<file path="config.mk">
export PLATFORM = sky130hd
export DESIGN_NAME = byterun1_row_encoder_flat
export DESIGN_NICKNAME = d
export VERILOG_FILES = /design/src/sv/br1_pkg.sv /design/src/sv/br1_byte_if.sv /design/src/sv/br1_group_if.sv /design/src/sv/br1_front.sv /design/src/sv/br1_cmd_fifo.sv /design/src/sv/br1_back.sv /design/src/sv/br1_packer.sv /design/src/sv/byterun1_row_encoder.sv /design/src/flat_wrapper.sv
export VERILOG_INCLUDE_DIRS = /design/src /design/src/sv
export SDC_FILE = /design/constraint.sdc
export NUM_CORES = 2
export LEC_CHECK = 0
export ABC_AREA = 1
export BUFFER_PORTS_ARGS = -buffer_cell sky130_fd_sc_hd__buf_2
export CORE_UTILIZATION = 40
export CTS_CLUSTER_SIZE = 40
export DETAILED_ROUTE_END_ITERATION = 10
export HOLD_SLACK_MARGIN = 0.05
export SLEW_MARGIN = 5
export SYNTH_ARGS = -nofsm -noshare
export SYNTH_HDL_FRONTEND = slang
export SYNTH_HIERARCHICAL = 1
export SYNTH_SLANG_ARGS = --single-unit
</file>
<file path="constraint.sdc">
create_clock -name clk -period 4.6 [get_ports clk]
set_clock_uncertainty 0.05 [all_clocks]
set_input_delay 0.92 -clock clk [delete_from_list [all_inputs] [get_ports clk]]
set_output_delay 0.92 -clock clk [all_outputs]
set_load 0.1 [all_outputs]
</file>
<file path="src/sv/assert_macros.svh">
// Assertion macros shared by the RLE row encoder RTL.
// Depends on nothing; included by files that carry concurrent assertions.
`ifndef ASSERT_MACROS_SVH
`define ASSERT_MACROS_SVH

// Same-cycle implication, disabled during reset.
`define ASSERT_IMPLY(name, clk, rst, ante, cons) \
  name: assert property (@(posedge clk) disable iff (rst) (ante) |-> (cons)) \
    else $error("Same-cycle implication check failed.");

// Next-cycle implication, disabled during reset.
`define ASSERT_NEXT(name, clk, rst, ante, cons) \
  name: assert property (@(posedge clk) disable iff (rst) (ante) |=> (cons)) \
    else $error("Next-cycle implication check failed.");

`endif

</file>
<file path="src/sv/br1_pkg.sv">
// Shared types and constants of the ByteRun1 row encoder.
// Depends on nothing; used by every module of the encoder.
package br1_pkg;

  localparam int BYTES_PER_GROUP_DEF = 8;
  localparam int GROUP_MAX = 8;
  localparam int CHUNK_MAX = 128;
  localparam int STORE_AW = $clog2(CHUNK_MAX);
  localparam int LCOUNT_W = $clog2(CHUNK_MAX + 1);
  localparam int CMD_DEPTH = 4;

  // One classified input byte: the ordered list of operations it causes.
  typedef struct packed {
    logic                flush_mid;
    logic                rep_en;
    logic [LCOUNT_W-1:0] rep_n;
    logic [7:0]          rep_v;
    logic [1:0]          num_a;
    logic [7:0]          val_a;
    logic [1:0]          num_b;
    logic [7:0]          val_b;
    logic                flush_end;
    logic                row_done;
  } cmd_t;

  // One code byte, or the end mark of an input transaction.
  typedef struct packed {
    logic       is_end;
    logic       row_done;
    logic [7:0] value;
  } token_t;

endpackage

</file>
<file path="src/sv/br1_byte_if.sv">
// Input channel of the ByteRun1 row encoder: one raw row byte per transaction.
// Depends on nothing.
interface br1_byte_if;
  logic       valid;
  logic       ready;
  logic [7:0] data_byte;
  logic       row_last;

  modport source(output valid, data_byte, row_last, input ready);
  modport sink(input valid, data_byte, row_last, output ready);
endinterface

</file>
<file path="src/sv/br1_group_if.sv">
// Output channel of the ByteRun1 row encoder: one group of code bytes per transaction.
// Depends on nothing.
interface br1_group_if;
  logic       valid;
  logic       ready;
  logic [7:0] out_byte_0;
  logic [7:0] out_byte_1;
  logic [7:0] out_byte_2;
  logic [7:0] out_byte_3;
  logic [7:0] out_byte_4;
  logic [7:0] out_byte_5;
  logic [7:0] out_byte_6;
  logic [7:0] out_byte_7;
  logic [3:0] byte_count;
  logic       group_last;
  logic       row_done;

  modport source(output valid, out_byte_0, out_byte_1, out_byte_2, out_byte_3, out_byte_4,
                 out_byte_5, out_byte_6, out_byte_7, byte_count, group_last, row_done,
                 input ready);
  modport sink(input valid, out_byte_0, out_byte_1, out_byte_2, out_byte_3, out_byte_4,
               out_byte_5, out_byte_6, out_byte_7, byte_count, group_last, row_done,
               output ready);
endinterface

</file>
<file path="src/sv/br1_front.sv">
// Front end: tracks run state per row byte and turns each byte into one command.
// Depends on br1_pkg and br1_byte_if.
module br1_front (
  input  logic           clk,
  input  logic           rst,
  br1_byte_if.sink       row_bytes,
  output logic           cmd_valid,
  input  logic           cmd_ready,
  output br1_pkg::cmd_t  cmd
);
  import br1_pkg::*;

  logic                row_started, row_started_next;
  logic                repeat_mode, repeat_mode_next;
  logic [1:0]          pending, pending_next;
  logic [7:0]          prev_byte, prev_byte_next;
  logic [LCOUNT_W-1:0] rcount, rcount_next;
  logic [7:0]          rvalue, rvalue_next;
  logic [7:0]          b;
  logic                last;
  logic [LCOUNT_W-1:0] rcount_inc;

  assign b          = row_bytes.data_byte;
  assign last       = row_bytes.row_last;
  assign rcount_inc = rcount + LCOUNT_W'(1);
  assign cmd_valid  = row_bytes.valid;
  assign row_bytes.ready = cmd_ready;

  always_comb begin
    cmd              = '0;
    cmd.row_done     = last;
    row_started_next = row_started;
    repeat_mode_next = repeat_mode;
    pending_next     = pending;
    rcount_next      = rcount;
    rvalue_next      = rvalue;
    prev_byte_next   = b;

    priority if (!row_started) begin
      row_started_next = 1'b1;
      repeat_mode_next = 1'b0;
      pending_next     = 2'd1;
      rcount_next      = '0;
    end else if (repeat_mode) begin
      if (b == rvalue) begin
        if (rcount_inc == LCOUNT_W'(CHUNK_MAX)) begin
          cmd.rep_en  = 1'b1;
          cmd.rep_n   = rcount_inc;
          cmd.rep_v   = rvalue;
          rcount_next = '0;
        end else begin
          rcount_next = rcount_inc;
        end
      end else begin
        cmd.rep_en       = (rcount != '0);
        cmd.rep_n        = rcount;
        cmd.rep_v        = rvalue;
        rcount_next      = '0;
        repeat_mode_next = 1'b0;
        pending_next     = 2'd1;
      end
    end else if (b != prev_byte) begin
      cmd.num_a    = pending;
      cmd.val_a    = prev_byte;
      pending_next = 2'd1;
    end else if (pending < 2'd2) begin
      pending_next = pending + 2'd1;
    end else begin
      cmd.flush_mid    = 1'b1;
      pending_next     = 2'd0;
      repeat_mode_next = 1'b1;
      rcount_next      = LCOUNT_W'(3);
      rvalue_next      = b;
    end

    if (last) begin
      if (repeat_mode_next) begin
        if (rcount_next != '0) begin
          cmd.rep_en = 1'b1;
          cmd.rep_n  = rcount_next;
          cmd.rep_v  = rvalue_next;
        end
      end else begin
        cmd.num_b     = pending_next;
        cmd.val_b     = b;
        cmd.flush_end = 1'b1;
      end
      row_started_next = 1'b0;
      repeat_mode_next = 1'b0;
      pending_next     = 2'd0;
      rcount_next      = '0;
    end
  end

  always_ff @(posedge clk) begin
    if (rst) begin
      row_started <= 1'b0;
      repeat_mode <= 1'b0;
      pending     <= 2'd0;
      prev_byte   <= 8'h00;
      rcount      <= '0;
      rvalue      <= 8'h00;
    end else if (row_bytes.valid && cmd_ready) begin
      row_started <= row_started_next;
      repeat_mode <= repeat_mode_next;
      pending     <= pending_next;
      prev_byte   <= prev_byte_next;
      rcount      <= rcount_next;
      rvalue      <= rvalue_next;
    end
  end

endmodule

</file>
<file path="src/sv/br1_cmd_fifo.sv">
// Short command queue between the front end and the back end.
// Depends on br1_pkg.
module br1_cmd_fifo (
  input  logic          clk,
  input  logic          rst,
  input  logic          push_valid,
  output logic          push_ready,
  input  br1_pkg::cmd_t push_data,
  output logic          pop_valid,
  input  logic          pop_ready,
  output br1_pkg::cmd_t pop_data
);
  import br1_pkg::*;

  localparam int PW = $clog2(CMD_DEPTH);
  localparam int FW = $clog2(CMD_DEPTH + 1);

  cmd_t          entry [CMD_DEPTH];
  logic [PW-1:0] wr_ptr;
  logic [PW-1:0] rd_ptr;
  logic [FW-1:0] fill;
  logic          do_push;
  logic          do_pop;

  assign push_ready = (fill != FW'(CMD_DEPTH));
  assign pop_valid  = (fill != '0);
  assign pop_data   = entry[rd_ptr];
  assign do_push    = push_valid && push_ready;
  assign do_pop     = pop_valid && pop_ready;

  always_ff @(posedge clk) begin
    if (rst) begin
      wr_ptr <= '0;
      rd_ptr <= '0;
      fill   <= '0;
    end else begin
      if (do_push) begin
        wr_ptr <= (wr_ptr == PW'(CMD_DEPTH - 1)) ? '0 : wr_ptr + PW'(1);
      end
      if (do_pop) begin
        rd_ptr <= (rd_ptr == PW'(CMD_DEPTH - 1)) ? '0 : rd_ptr + PW'(1);
      end
      if (do_push && !do_pop) begin
        fill <= fill + FW'(1);
      end else if (do_pop && !do_push) begin
        fill <= fill - FW'(1);
      end
    end
  end

  always_ff @(posedge clk) begin
    if (do_push) begin
      entry[wr_ptr] <= push_data;
    end
  end

endmodule

</file>
<file path="src/sv/br1_back.sv">
// Back end: executes commands, keeps the literal store and sends out code bytes.
// Depends on br1_pkg.
module br1_back (
  input  logic            clk,
  input  logic            rst,
  input  logic            cmd_valid,
  output logic            cmd_ready,
  input  br1_pkg::cmd_t   cmd_in,
  output logic            tok_valid,
  input  logic            tok_ready,
  output br1_pkg::token_t tok
);
  import br1_pkg::*;

  localparam logic [3:0] S_IDLE  = 4'd0;
  localparam logic [3:0] S_MID   = 4'd1;
  localparam logic [3:0] S_REP_H = 4'd2;
  localparam logic [3:0] S_REP_V = 4'd3;
  localparam logic [3:0] S_COM_A = 4'd4;
  localparam logic [3:0] S_COM_B = 4'd5;
  localparam logic [3:0] S_FEND  = 4'd6;
  localparam logic [3:0] S_LIT_H = 4'd7;
  localparam logic [3:0] S_LIT_D = 4'd8;
  localparam logic [3:0] S_END   = 4'd9;

  logic [3:0]          state, state_next;
  logic [3:0]          ret_state, ret_state_next;
  cmd_t                cmd, cmd_next;
  logic [LCOUNT_W-1:0] lcount, lcount_next;
  logic [STORE_AW-1:0] idx, idx_next;
  logic [7:0]          store [CHUNK_MAX];
  logic [7:0]          rd_data;
  logic                we;
  logic [STORE_AW-1:0] waddr;
  logic [7:0]          wdata;
  logic                re;
  logic [STORE_AW-1:0] raddr;
  logic [LCOUNT_W-1:0] lcount_inc;
  logic [LCOUNT_W-1:0] lcount_dec;

  assign lcount_inc = lcount + LCOUNT_W'(1);
  assign lcount_dec = lcount - LCOUNT_W'(1);

  always_comb begin
    state_next     = state;
    ret_state_next = ret_state;
    cmd_next       = cmd;
    lcount_next    = lcount;
    idx_next       = idx;
    cmd_ready      = 1'b0;
    tok_valid      = 1'b0;
    tok            = '0;
    we             = 1'b0;
    waddr          = lcount[STORE_AW-1:0];
    wdata          = cmd.val_a;
    re             = 1'b0;
    raddr          = idx;

    unique case (state)
      S_IDLE: begin
        cmd_ready = 1'b1;
        if (cmd_valid) begin
          cmd_next   = cmd_in;
          state_next = S_MID;
        end
      end
      S_MID: begin
        if (cmd.flush_mid && lcount != '0) begin
          state_next     = S_LIT_H;
          ret_state_next = S_REP_H;
        end else begin
          state_next = S_REP_H;
        end
      end
      S_REP_H: begin
        if (!cmd.rep_en) begin
          state_next = S_COM_A;
        end else begin
          tok_valid = 1'b1;
          tok.value = 8'(LCOUNT_W'(1) - cmd.rep_n);
          if (tok_ready) begin
            state_next = S_REP_V;
          end
        end
      end
      S_REP_V: begin
        tok_valid = 1'b1;
        tok.value = cmd.rep_v;
        if (tok_ready) begin
          state_next = S_COM_A;
        end
      end
      S_COM_A: begin
        if (cmd.num_a == 2'd0) begin
          state_next = S_COM_B;
        end else begin
          we             = 1'b1;
          wdata          = cmd.val_a;
          lcount_next    = lcount_inc;
          cmd_next.num_a = cmd.num_a - 2'd1;
          if (lcount_inc == LCOUNT_W'(CHUNK_MAX)) begin
            state_next     = S_LIT_H;
            ret_state_next = S_COM_A;
          end
        end
      end
      S_COM_B: begin
        if (cmd.num_b == 2'd0) begin
          state_next = S_FEND;
        end else begin
          we             = 1'b1;
          wdata          = cmd.val_b;
          lcount_next    = lcount_inc;
          cmd_next.num_b = cmd.num_b - 2'd1;
          if (lcount_inc == LCOUNT_W'(CHUNK_MAX)) begin
            state_next     = S_LIT_H;
            ret_state_next = S_COM_B;
          end
        end
      end
      S_FEND: begin
        if (cmd.flush_end && lcount != '0) begin
          state_next     = S_LIT_H;
          ret_state_next = S_END;
        end else begin
          state_next = S_END;
        end
      end
      S_LIT_H: begin
        tok_valid = 1'b1;
        tok.value = 8'(lcount_dec);
        if (tok_ready) begin
          re         = 1'b1;
          raddr      = '0;
          idx_next   = '0;
          state_next = S_LIT_D;
        end
      end
      S_LIT_D: begin
        tok_valid = 1'b1;
        tok.value = rd_data;
        if (tok_ready) begin
          if (LCOUNT_W'(idx) == lcount_dec) begin
            lcount_next = '0;
            state_next  = ret_state;
          end else begin
            idx_next = idx + STORE_AW'(1);
            re       = 1'b1;
            raddr    = idx + STORE_AW'(1);
          end
        end
      end
      S_END: begin
        tok_valid    = 1'b1;
        tok.is_end   = 1'b1;
        tok.row_done = cmd.row_done;
        if (tok_ready) begin
          state_next = S_IDLE;
        end
      end
      default: begin
        state_next = S_IDLE;
      end
    endcase
  end

  always_ff @(posedge clk) begin
    if (rst) begin
      state     <= S_IDLE;
      ret_state <= S_IDLE;
      lcount    <= '0;
      idx       <= '0;
    end else begin
      state     <= state_next;
      ret_state <= ret_state_next;
      lcount    <= lcount_next;
      idx       <= idx_next;
    end
  end

  always_ff @(posedge clk) begin
    cmd <= cmd_next;
  end

  always_ff @(posedge clk) begin
    if (we) begin
      store[waddr] <= wdata;
    end
    if (re) begin
      rd_data <= store[raddr];
    end
  end

endmodule

</file>
<file path="src/sv/br1_packer.sv">
// Packs the code byte stream into output groups and holds the output register.
// Depends on br1_pkg and br1_group_if.
module br1_packer #(
  parameter int GROUP = br1_pkg::BYTES_PER_GROUP_DEF
) (
  input  logic            clk,
  input  logic            rst,
  input  logic            tok_valid,
  output logic            tok_ready,
  input  br1_pkg::token_t tok,
  br1_group_if.source     code_groups
);
  import br1_pkg::*;

  localparam int CW = $clog2(GROUP + 1);

  logic [7:0]    gbuf [GROUP];
  logic [7:0]    gview [GROUP_MAX];
  logic [CW-1:0] gcnt;
  logic          out_valid;
  logic [7:0]    obyte [GROUP_MAX];
  logic [3:0]    ocount;
  logic          olast;
  logic          odone;
  logic          full;
  logic          out_free;
  logic          take;
  logic          load;

  assign full      = (gcnt == CW'(GROUP));
  assign out_free  = !out_valid || code_groups.ready;
  assign tok_ready = tok.is_end ? (gcnt == '0 || out_free) : (!full || out_free);
  assign take      = tok_valid && tok_ready;
  assign load      = take && (tok.is_end ? (gcnt != '0) : full);

  for (genvar k = 0; k < GROUP_MAX; k++) begin : g_view
    if (k < GROUP) begin : g_used
      assign gview[k] = (CW'(k) < gcnt) ? gbuf[k] : 8'h00;
    end else begin : g_unused
      assign gview[k] = 8'h00;
    end
  end

  always_ff @(posedge clk) begin
    if (rst) begin
      gcnt      <= '0;
      out_valid <= 1'b0;
    end else begin
      if (load) begin
        out_valid <= 1'b1;
      end else if (code_groups.ready) begin
        out_valid <= 1'b0;
      end
      if (take) begin
        if (tok.is_end) begin
          gcnt <= '0;
        end else if (full) begin
          gcnt <= CW'(1);
        end else begin
          gcnt <= gcnt + CW'(1);
        end
      end
    end
  end

  always_ff @(posedge clk) begin
    if (take && !tok.is_end) begin
      for (int k = 0; k < GROUP; k++) begin
        if (full ? (k == 0) : (gcnt == CW'(k))) begin
          gbuf[k] <= tok.value;
        end
      end
    end
    if (load) begin
      for (int k = 0; k < GROUP_MAX; k++) begin
        obyte[k] <= gview[k];
      end
      ocount <= 4'(gcnt);
      olast  <= tok.is_end;
      odone  <= tok.is_end && tok.row_done;
    end
  end

  assign code_groups.valid      = out_valid;
  assign code_groups.out_byte_0 = obyte[0];
  assign code_groups.out_byte_1 = obyte[1];
  assign code_groups.out_byte_2 = obyte[2];
  assign code_groups.out_byte_3 = obyte[3];
  assign code_groups.out_byte_4 = obyte[4];
  assign code_groups.out_byte_5 = obyte[5];
  assign code_groups.out_byte_6 = obyte[6];
  assign code_groups.out_byte_7 = obyte[7];
  assign code_groups.byte_count = ocount;
  assign code_groups.group_last = olast;
  assign code_groups.row_done   = odone;

endmodule

</file>
<file path="src/sv/byterun1_row_encoder.sv">
// ByteRun1 (PackBits) row encoder, top level.
// Depends on br1_pkg, br1_byte_if, br1_group_if, br1_front, br1_cmd_fifo,
// br1_back, br1_packer and assert_macros.svh.

// The encoder takes one row byte per transaction, with row_last on the final
// byte of each row, and returns ByteRun1 code in groups of up to
// BYTES_PER_GROUP bytes; group_last marks the final group caused by an input
// transaction and row_done the final group of a row. A run of three or more
// equal bytes becomes a repeat block and everything else a literal block, each
// cut into chunks of at most 128 bytes counted from the front. The front end
// classifies each byte combinationally and queues one command for it in a
// four-entry queue, so input is taken every cycle while the queue has room.
// The back end executes one command at a time: it steps through a middle
// flush, a repeat block, two runs of literal bytes, an end flush and the end
// mark, writes each literal byte into the 128-byte literal store and sends
// each code byte as a token before it takes the next command. The literal
// store needs no clearing after reset.
`include "assert_macros.svh"

module byterun1_row_encoder #(
  parameter int BYTES_PER_GROUP = br1_pkg::BYTES_PER_GROUP_DEF
) (
  input  logic        clk,
  input  logic        rst,
  br1_byte_if.sink    row_bytes,
  br1_group_if.source code_groups
);
  import br1_pkg::*;

  logic   cmd_valid;
  logic   cmd_ready;
  cmd_t   cmd_front;
  logic   cmd_pop_valid;
  logic   cmd_pop_ready;
  cmd_t   cmd_back;
  logic   tok_valid;
  logic   tok_ready;
  token_t tok;

  br1_front u_front (
    .clk       (clk),
    .rst       (rst),
    .row_bytes (row_bytes),
    .cmd_valid (cmd_valid),
    .cmd_ready (cmd_ready),
    .cmd       (cmd_front)
  );

  br1_cmd_fifo u_cmd_fifo (
    .clk        (clk),
    .rst        (rst),
    .push_valid (cmd_valid),
    .push_ready (cmd_ready),
    .push_data  (cmd_front),
    .pop_valid  (cmd_pop_valid),
    .pop_ready  (cmd_pop_ready),
    .pop_data   (cmd_back)
  );

  br1_back u_back (
    .clk       (clk),
    .rst       (rst),
    .cmd_valid (cmd_pop_valid),
    .cmd_ready (cmd_pop_ready),
    .cmd_in    (cmd_back),
    .tok_valid (tok_valid),
    .tok_ready (tok_ready),
    .tok       (tok)
  );

  br1_packer #(
    .GROUP (BYTES_PER_GROUP)
  ) u_packer (
    .clk         (clk),
    .rst         (rst),
    .tok_valid   (tok_valid),
    .tok_ready   (tok_ready),
    .tok         (tok),
    .code_groups (code_groups)
  );

  `ASSERT_IMPLY(a_count_range, clk, rst, code_groups.valid, code_groups.byte_count != 4'd0 && code_groups.byte_count <= 4'(BYTES_PER_GROUP))
  `ASSERT_IMPLY(a_short_only_last, clk, rst, code_groups.valid && !code_groups.group_last, code_groups.byte_count == 4'(BYTES_PER_GROUP))
  `ASSERT_IMPLY(a_done_is_last, clk, rst, code_groups.valid && code_groups.row_done, code_groups.group_last)
  `ASSERT_NEXT(a_row_end_group, clk, rst, tok_valid && tok_ready && tok.is_end && tok.row_done, code_groups.valid && code_groups.row_done)

endmodule
</file>
<file path="src/flat_wrapper.sv">
// flat-port wrapper written by rule: the top's interface ports become plain ports
module byterun1_row_encoder_flat import br1_pkg::*;
#(
  parameter int BYTES_PER_GROUP = br1_pkg::BYTES_PER_GROUP_DEF
)
  (clk, rst, row_bytes_valid, row_bytes_data_byte, row_bytes_row_last, row_bytes_ready, code_groups_valid, code_groups_out_byte_0, code_groups_out_byte_1, code_groups_out_byte_2, code_groups_out_byte_3, code_groups_out_byte_4, code_groups_out_byte_5, code_groups_out_byte_6, code_groups_out_byte_7, code_groups_byte_count, code_groups_group_last, code_groups_row_done, code_groups_ready);
  br1_byte_if row_bytes_i ();
  br1_group_if code_groups_i ();
  input  logic clk;
  input  logic rst;
  input wire logic [$bits(row_bytes_i.valid)-1:0] row_bytes_valid;
  input wire logic [$bits(row_bytes_i.data_byte)-1:0] row_bytes_data_byte;
  input wire logic [$bits(row_bytes_i.row_last)-1:0] row_bytes_row_last;
  output wire logic [$bits(row_bytes_i.ready)-1:0] row_bytes_ready;
  output wire logic [$bits(code_groups_i.valid)-1:0] code_groups_valid;
  output wire logic [$bits(code_groups_i.out_byte_0)-1:0] code_groups_out_byte_0;
  output wire logic [$bits(code_groups_i.out_byte_1)-1:0] code_groups_out_byte_1;
  output wire logic [$bits(code_groups_i.out_byte_2)-1:0] code_groups_out_byte_2;
  output wire logic [$bits(code_groups_i.out_byte_3)-1:0] code_groups_out_byte_3;
  output wire logic [$bits(code_groups_i.out_byte_4)-1:0] code_groups_out_byte_4;
  output wire logic [$bits(code_groups_i.out_byte_5)-1:0] code_groups_out_byte_5;
  output wire logic [$bits(code_groups_i.out_byte_6)-1:0] code_groups_out_byte_6;
  output wire logic [$bits(code_groups_i.out_byte_7)-1:0] code_groups_out_byte_7;
  output wire logic [$bits(code_groups_i.byte_count)-1:0] code_groups_byte_count;
  output wire logic [$bits(code_groups_i.group_last)-1:0] code_groups_group_last;
  output wire logic [$bits(code_groups_i.row_done)-1:0] code_groups_row_done;
  input wire logic [$bits(code_groups_i.ready)-1:0] code_groups_ready;
  assign row_bytes_i.valid = row_bytes_valid;
  assign row_bytes_i.data_byte = row_bytes_data_byte;
  assign row_bytes_i.row_last = row_bytes_row_last;
  assign row_bytes_ready = row_bytes_i.ready;
  assign code_groups_valid = code_groups_i.valid;
  assign code_groups_out_byte_0 = code_groups_i.out_byte_0;
  assign code_groups_out_byte_1 = code_groups_i.out_byte_1;
  assign code_groups_out_byte_2 = code_groups_i.out_byte_2;
  assign code_groups_out_byte_3 = code_groups_i.out_byte_3;
  assign code_groups_out_byte_4 = code_groups_i.out_byte_4;
  assign code_groups_out_byte_5 = code_groups_i.out_byte_5;
  assign code_groups_out_byte_6 = code_groups_i.out_byte_6;
  assign code_groups_out_byte_7 = code_groups_i.out_byte_7;
  assign code_groups_byte_count = code_groups_i.byte_count;
  assign code_groups_group_last = code_groups_i.group_last;
  assign code_groups_row_done = code_groups_i.row_done;
  assign code_groups_i.ready = code_groups_ready;
  byterun1_row_encoder #(.BYTES_PER_GROUP(BYTES_PER_GROUP)) u_core (.clk(clk), .rst(rst), .row_bytes(row_bytes_i), .code_groups(code_groups_i));
endmodule
</file>
==> impl_metrics.json <==
{
  "status": "completed",
  "hp-start": "row_bytes_row_last",
  "synth-edff-count": 1366,
  "crit_path_start_kind": "flop",
  "cts_sinks": 1431,
  "max-slew-margin-rel_pct": 6.72,
  "num_vias": 42600,
  "syn_area_um2": 63000,
  "fin_nets": 5856,
  "p_per_area_nw_per_um2": 499,
  "finalCritPeriodShare_pct": 96.5,
  "crit_chain": "nor2_1 -> nand2_1 -> inv_1 -> inv_1 -> nand2_1 -> nand3_2 -> buf_4 -> inv_1 -> o211ai_1 -> nand2_8 -> inv_8 -> buf_12 -> buf_4 -> nand3_1 -> nand3_1 -> nand3_1 -> nand3_1 -> nand3_1 -> nand2_1 -> nand2_1 -> nand2_1",
  "grt_max_degree": 207,
  "antenna_found_initial": 2,
  "syn_avg_cell_area_um2": 10.8,
  "power_frac_comb_pct": 18.0,
  "ir_drop_uv": 434,
  "path_delay_family": "simple AND/OR/NAND/NOR gates",
  "grt_pass1_vias": 40400,
  "maxSlewViolCount": 0,
  "synth_seq_cells": 1431,
  "async_flop_share_pct": 0,
  "fillers": 14200,
  "cp.depth": 21,
  "clk_latency_ns": 0.79,
  "r2r_slack_ns": 0.16,
  "clk_pin_slew_ns": 0.06,
  "cp.arrival_ns": 5.04,
  "critPathMaxFanout": 58,
  "clkPwrFrac_pct": 34.2,
  "tightestPinTransition_ns": 1.40,
  "setup_viol": 0,
  "cpPeakStageDelay_ns": 0.44,
  "grt_overflow": 0,
  "finalNonFillerCells": 8010,
  "crit_required_ns": 5.20,
  "cts_tree": "built",
  "ant_nets": 0,
  "grt_first_pass_wirelength_mm": 253,
  "viasPerCell": 5.31,
  "routed_wirelength_mm": 168,
  "layout_common_cells": "edfxtp_1 (1366), nand2_1 (1077), nand3_1 (1052), inv_1 (784), nor2_1 (374)",
  "ys_dominant_reg_cell": "edfxtp_1",
  "synthToLayoutAreaGrowth_pct": 12.1,
  "p_int_uw": 24700,
  "final_common_cell": "edfxtp_1",
  "cap_violations": 0,
  "crit_path_end_kind": "flop",
  "hold_end": "u_core/u_cmd_fifo/entry[2][0]",
  "drt_iter0_drc": 4965,
  "finalPower_uw": 35200,
  "cts-htree-levels": 4,
  "dpl.hpwl_mm": 97.0,
  "drc_errors": 0,
  "cpMaxStageDelayCell": "dfxtp_1",
  "fin_hold_ws_ns": 0.351,
  "cts-root-buf": "clkbuf_16",
  "dieArea_um2": 159000,
  "r2r_end": "u_core/u_back/rd_data[1]",
  "die_y_um": 399,
  "drt_first_pass_iters": 7,
  "hold_path_class": "primary input to flop",
  "cts_buffers": 154,
  "io_buffers": 84,
  "post-route-min-period_ns": 4.44,
  "route.detailed.wl_per_inst_um": 21.0,
  "worst-path-buf-inv": 7,
  "cts_buffer_depth": 3,
  "reg2reg_depth": 21,
  "synth_nets": 5847,
  "hold_violations": 0,
  "worstReg2RegStart": "u_core/u_back/state[1]",
  "std_cell_rows": 145,
  "placedCellCount": 7718,
  "grt_usage_pct": 21.0,
  "synth.yosys.seq_area_share_pct": 67.2,
  "die_w_um": 399,
  "ctsHoldBuffers": 0,
  "p_switching_uw": 10500,
  "clock.fmax_ghz": 0.225,
  "syn-instance-count": 5814,
  "ios": 85,
  "worst-setup-path-type": "flop to flop",
  "drive_gt1_share_pct": 8.30,
  "antennaDiodeCount": 0,
  "switching_share_pct": 29.8,
  "gp_congestion": 0.889,
  "yosysWarnings": 6,
  "core_area_um2": 156000,
  "power_leakage_uw": 0.0272,
  "synthDistinctLibCells": 54,
  "rsz0062_at_grt": "false",
  "holdPathStages": 1,
  "seqPwrFrac_pct": 47.8,
  "initial_utilization_pct": 40.3,
  "tns_ns": 0
}
## stage by stage
stage	util, %	setup slack (ns)	area [um2]
5_1_grt	45.2	0.00292	70600
4_1_cts	45.1	0.103	70400
3_3_place_gp	41.9	0.116	65500
3_5_place_dp	41.9	0.133	65500
6_report	45.2	0.161	70600
2_1_floorplan	-	1.25	63000
## worst max-delay path by stage
stage	from	endpoint	slack (ns)
3_5_place_dp	u_core/u_back/state[1]	u_core/u_back/rd_data[5]	0.13
5_1_grt	u_core/u_back/state[1]	u_core/u_back/rd_data[1]	0.003
6_report	u_core/u_back/state[1]	u_core/u_back/rd_data[1]	0.16
4_1_cts	u_core/u_back/state[1]	u_core/u_back/rd_data[3]	0.10
2_1_floorplan	u_core/u_back/state[1]	u_core/u_packer/code_groups.byte_count[0]	1.25
3_3_place_gp	code_groups_ready	u_core/u_back/rd_data[3]	0.12
## area by class of cell
cell class              instances  area (um2)  area share, %
well taps                    2058        2570           3.65
repair buffers                178        1570           2.23
multi-input cells            3243       16100           22.8
clock buffers                 199        4080           5.77
clock inverters                86         817           1.16
flip-flops and latches       1431       42300           60.0
inverters                     815        3090           4.38
## Yosys cell counts, types with 6 or more instances
cell	instances	share of area (%)
xor2_1	8	0.11
a211oi_1	9	0.11
mux2_2	8	0.14
nand4_1	19	0.19
nor3_1	11	0.087
buf_1	10	0.060
buf_4	22	0.26
nand2_2	12	0.12
o21ai_0	92	0.73
buf_6	12	0.21
nor3_2	6	0.095
a21oi_1	57	0.45
ha_1	19	0.38
o211ai_1	11	0.13
o31ai_1	8	0.095
inv_1	787	4.7
dfxtp_1	65	2.1
o22ai_1	40	0.40
edfxtp_1	1366	65
buf_2	182	1.4
clkbuf_1	91	0.54
nor2_1	379	2.3
nand3_1	1060	8.4
inv_2	22	0.13
nand2_1	1079	6.4
nand3b_1	325	3.9
nor2_2	10	0.099
o21ai_1	44	0.35
## cell families after synthesis
logic type               share of synthesized area (%)
adder cells (fa/ha/maj)                          0.409
XOR/XNOR                                         0.139
flip-flops                                        67.2
buffers and inverters                             7.63
AND/OR/NAND/NOR                                   21.9
multiplexers                                     0.143
AO/OA/AOI/OAI                                     2.56
## registers in the layout (all words and copies together), names as in the netlist, 3 cells and up, named ones only
register / count
u_core/u_packer/code_groups.byte_count: 4
u_core/u_back/state: 4
u_core/u_back/idx: 7
u_core/u_front/prev_byte: 8
u_core/u_cmd_fifo/entry: 160
u_core/u_back/lcount: 8
u_core/u_packer/gbuf: 64
u_core/u_packer/gcnt: 4
u_core/u_packer/obyte: 64
u_core/u_back/cmd: 40
u_core/u_back/store: 1024
u_core/u_back/rd_data: 8
u_core/u_front/rcount: 8
u_core/u_back/ret_state: 4
u_core/u_front/rvalue: 8
u_core/u_cmd_fifo/fill: 3
## routing by layer
metal / routed length [um] / track usage (%) / vias to the layer above / part of all wire (%)
met2: 79800 / 33.7 / 1679 / 47
met1: 71700 / 29.0 / 20800 / 43
li1: - / - / 19800 / -
met4: 4360 / 6.55 / 2 / 2.6
met3: 12600 / 3.39 / 275 / 7.5
met5: 13 / 0 / - / 0.0077
## power by group through the flow
stage               Clock (uW)  Combinational (uW)  Sequential (uW)
finish                   12100                6340            16800
global route             12800                6860            16900
CTS                      12300                6340            16800
detailed placement           0                6330            17100
global placement             0                6230            17100
floorplan                    0                3510            17200
## timing repair
action,in CTS,in global routing
gates resized for setup,0,11
endpoints found under the setup margin,0,8
setup buffers,0,5
Power figures use the tool's default switching activity.
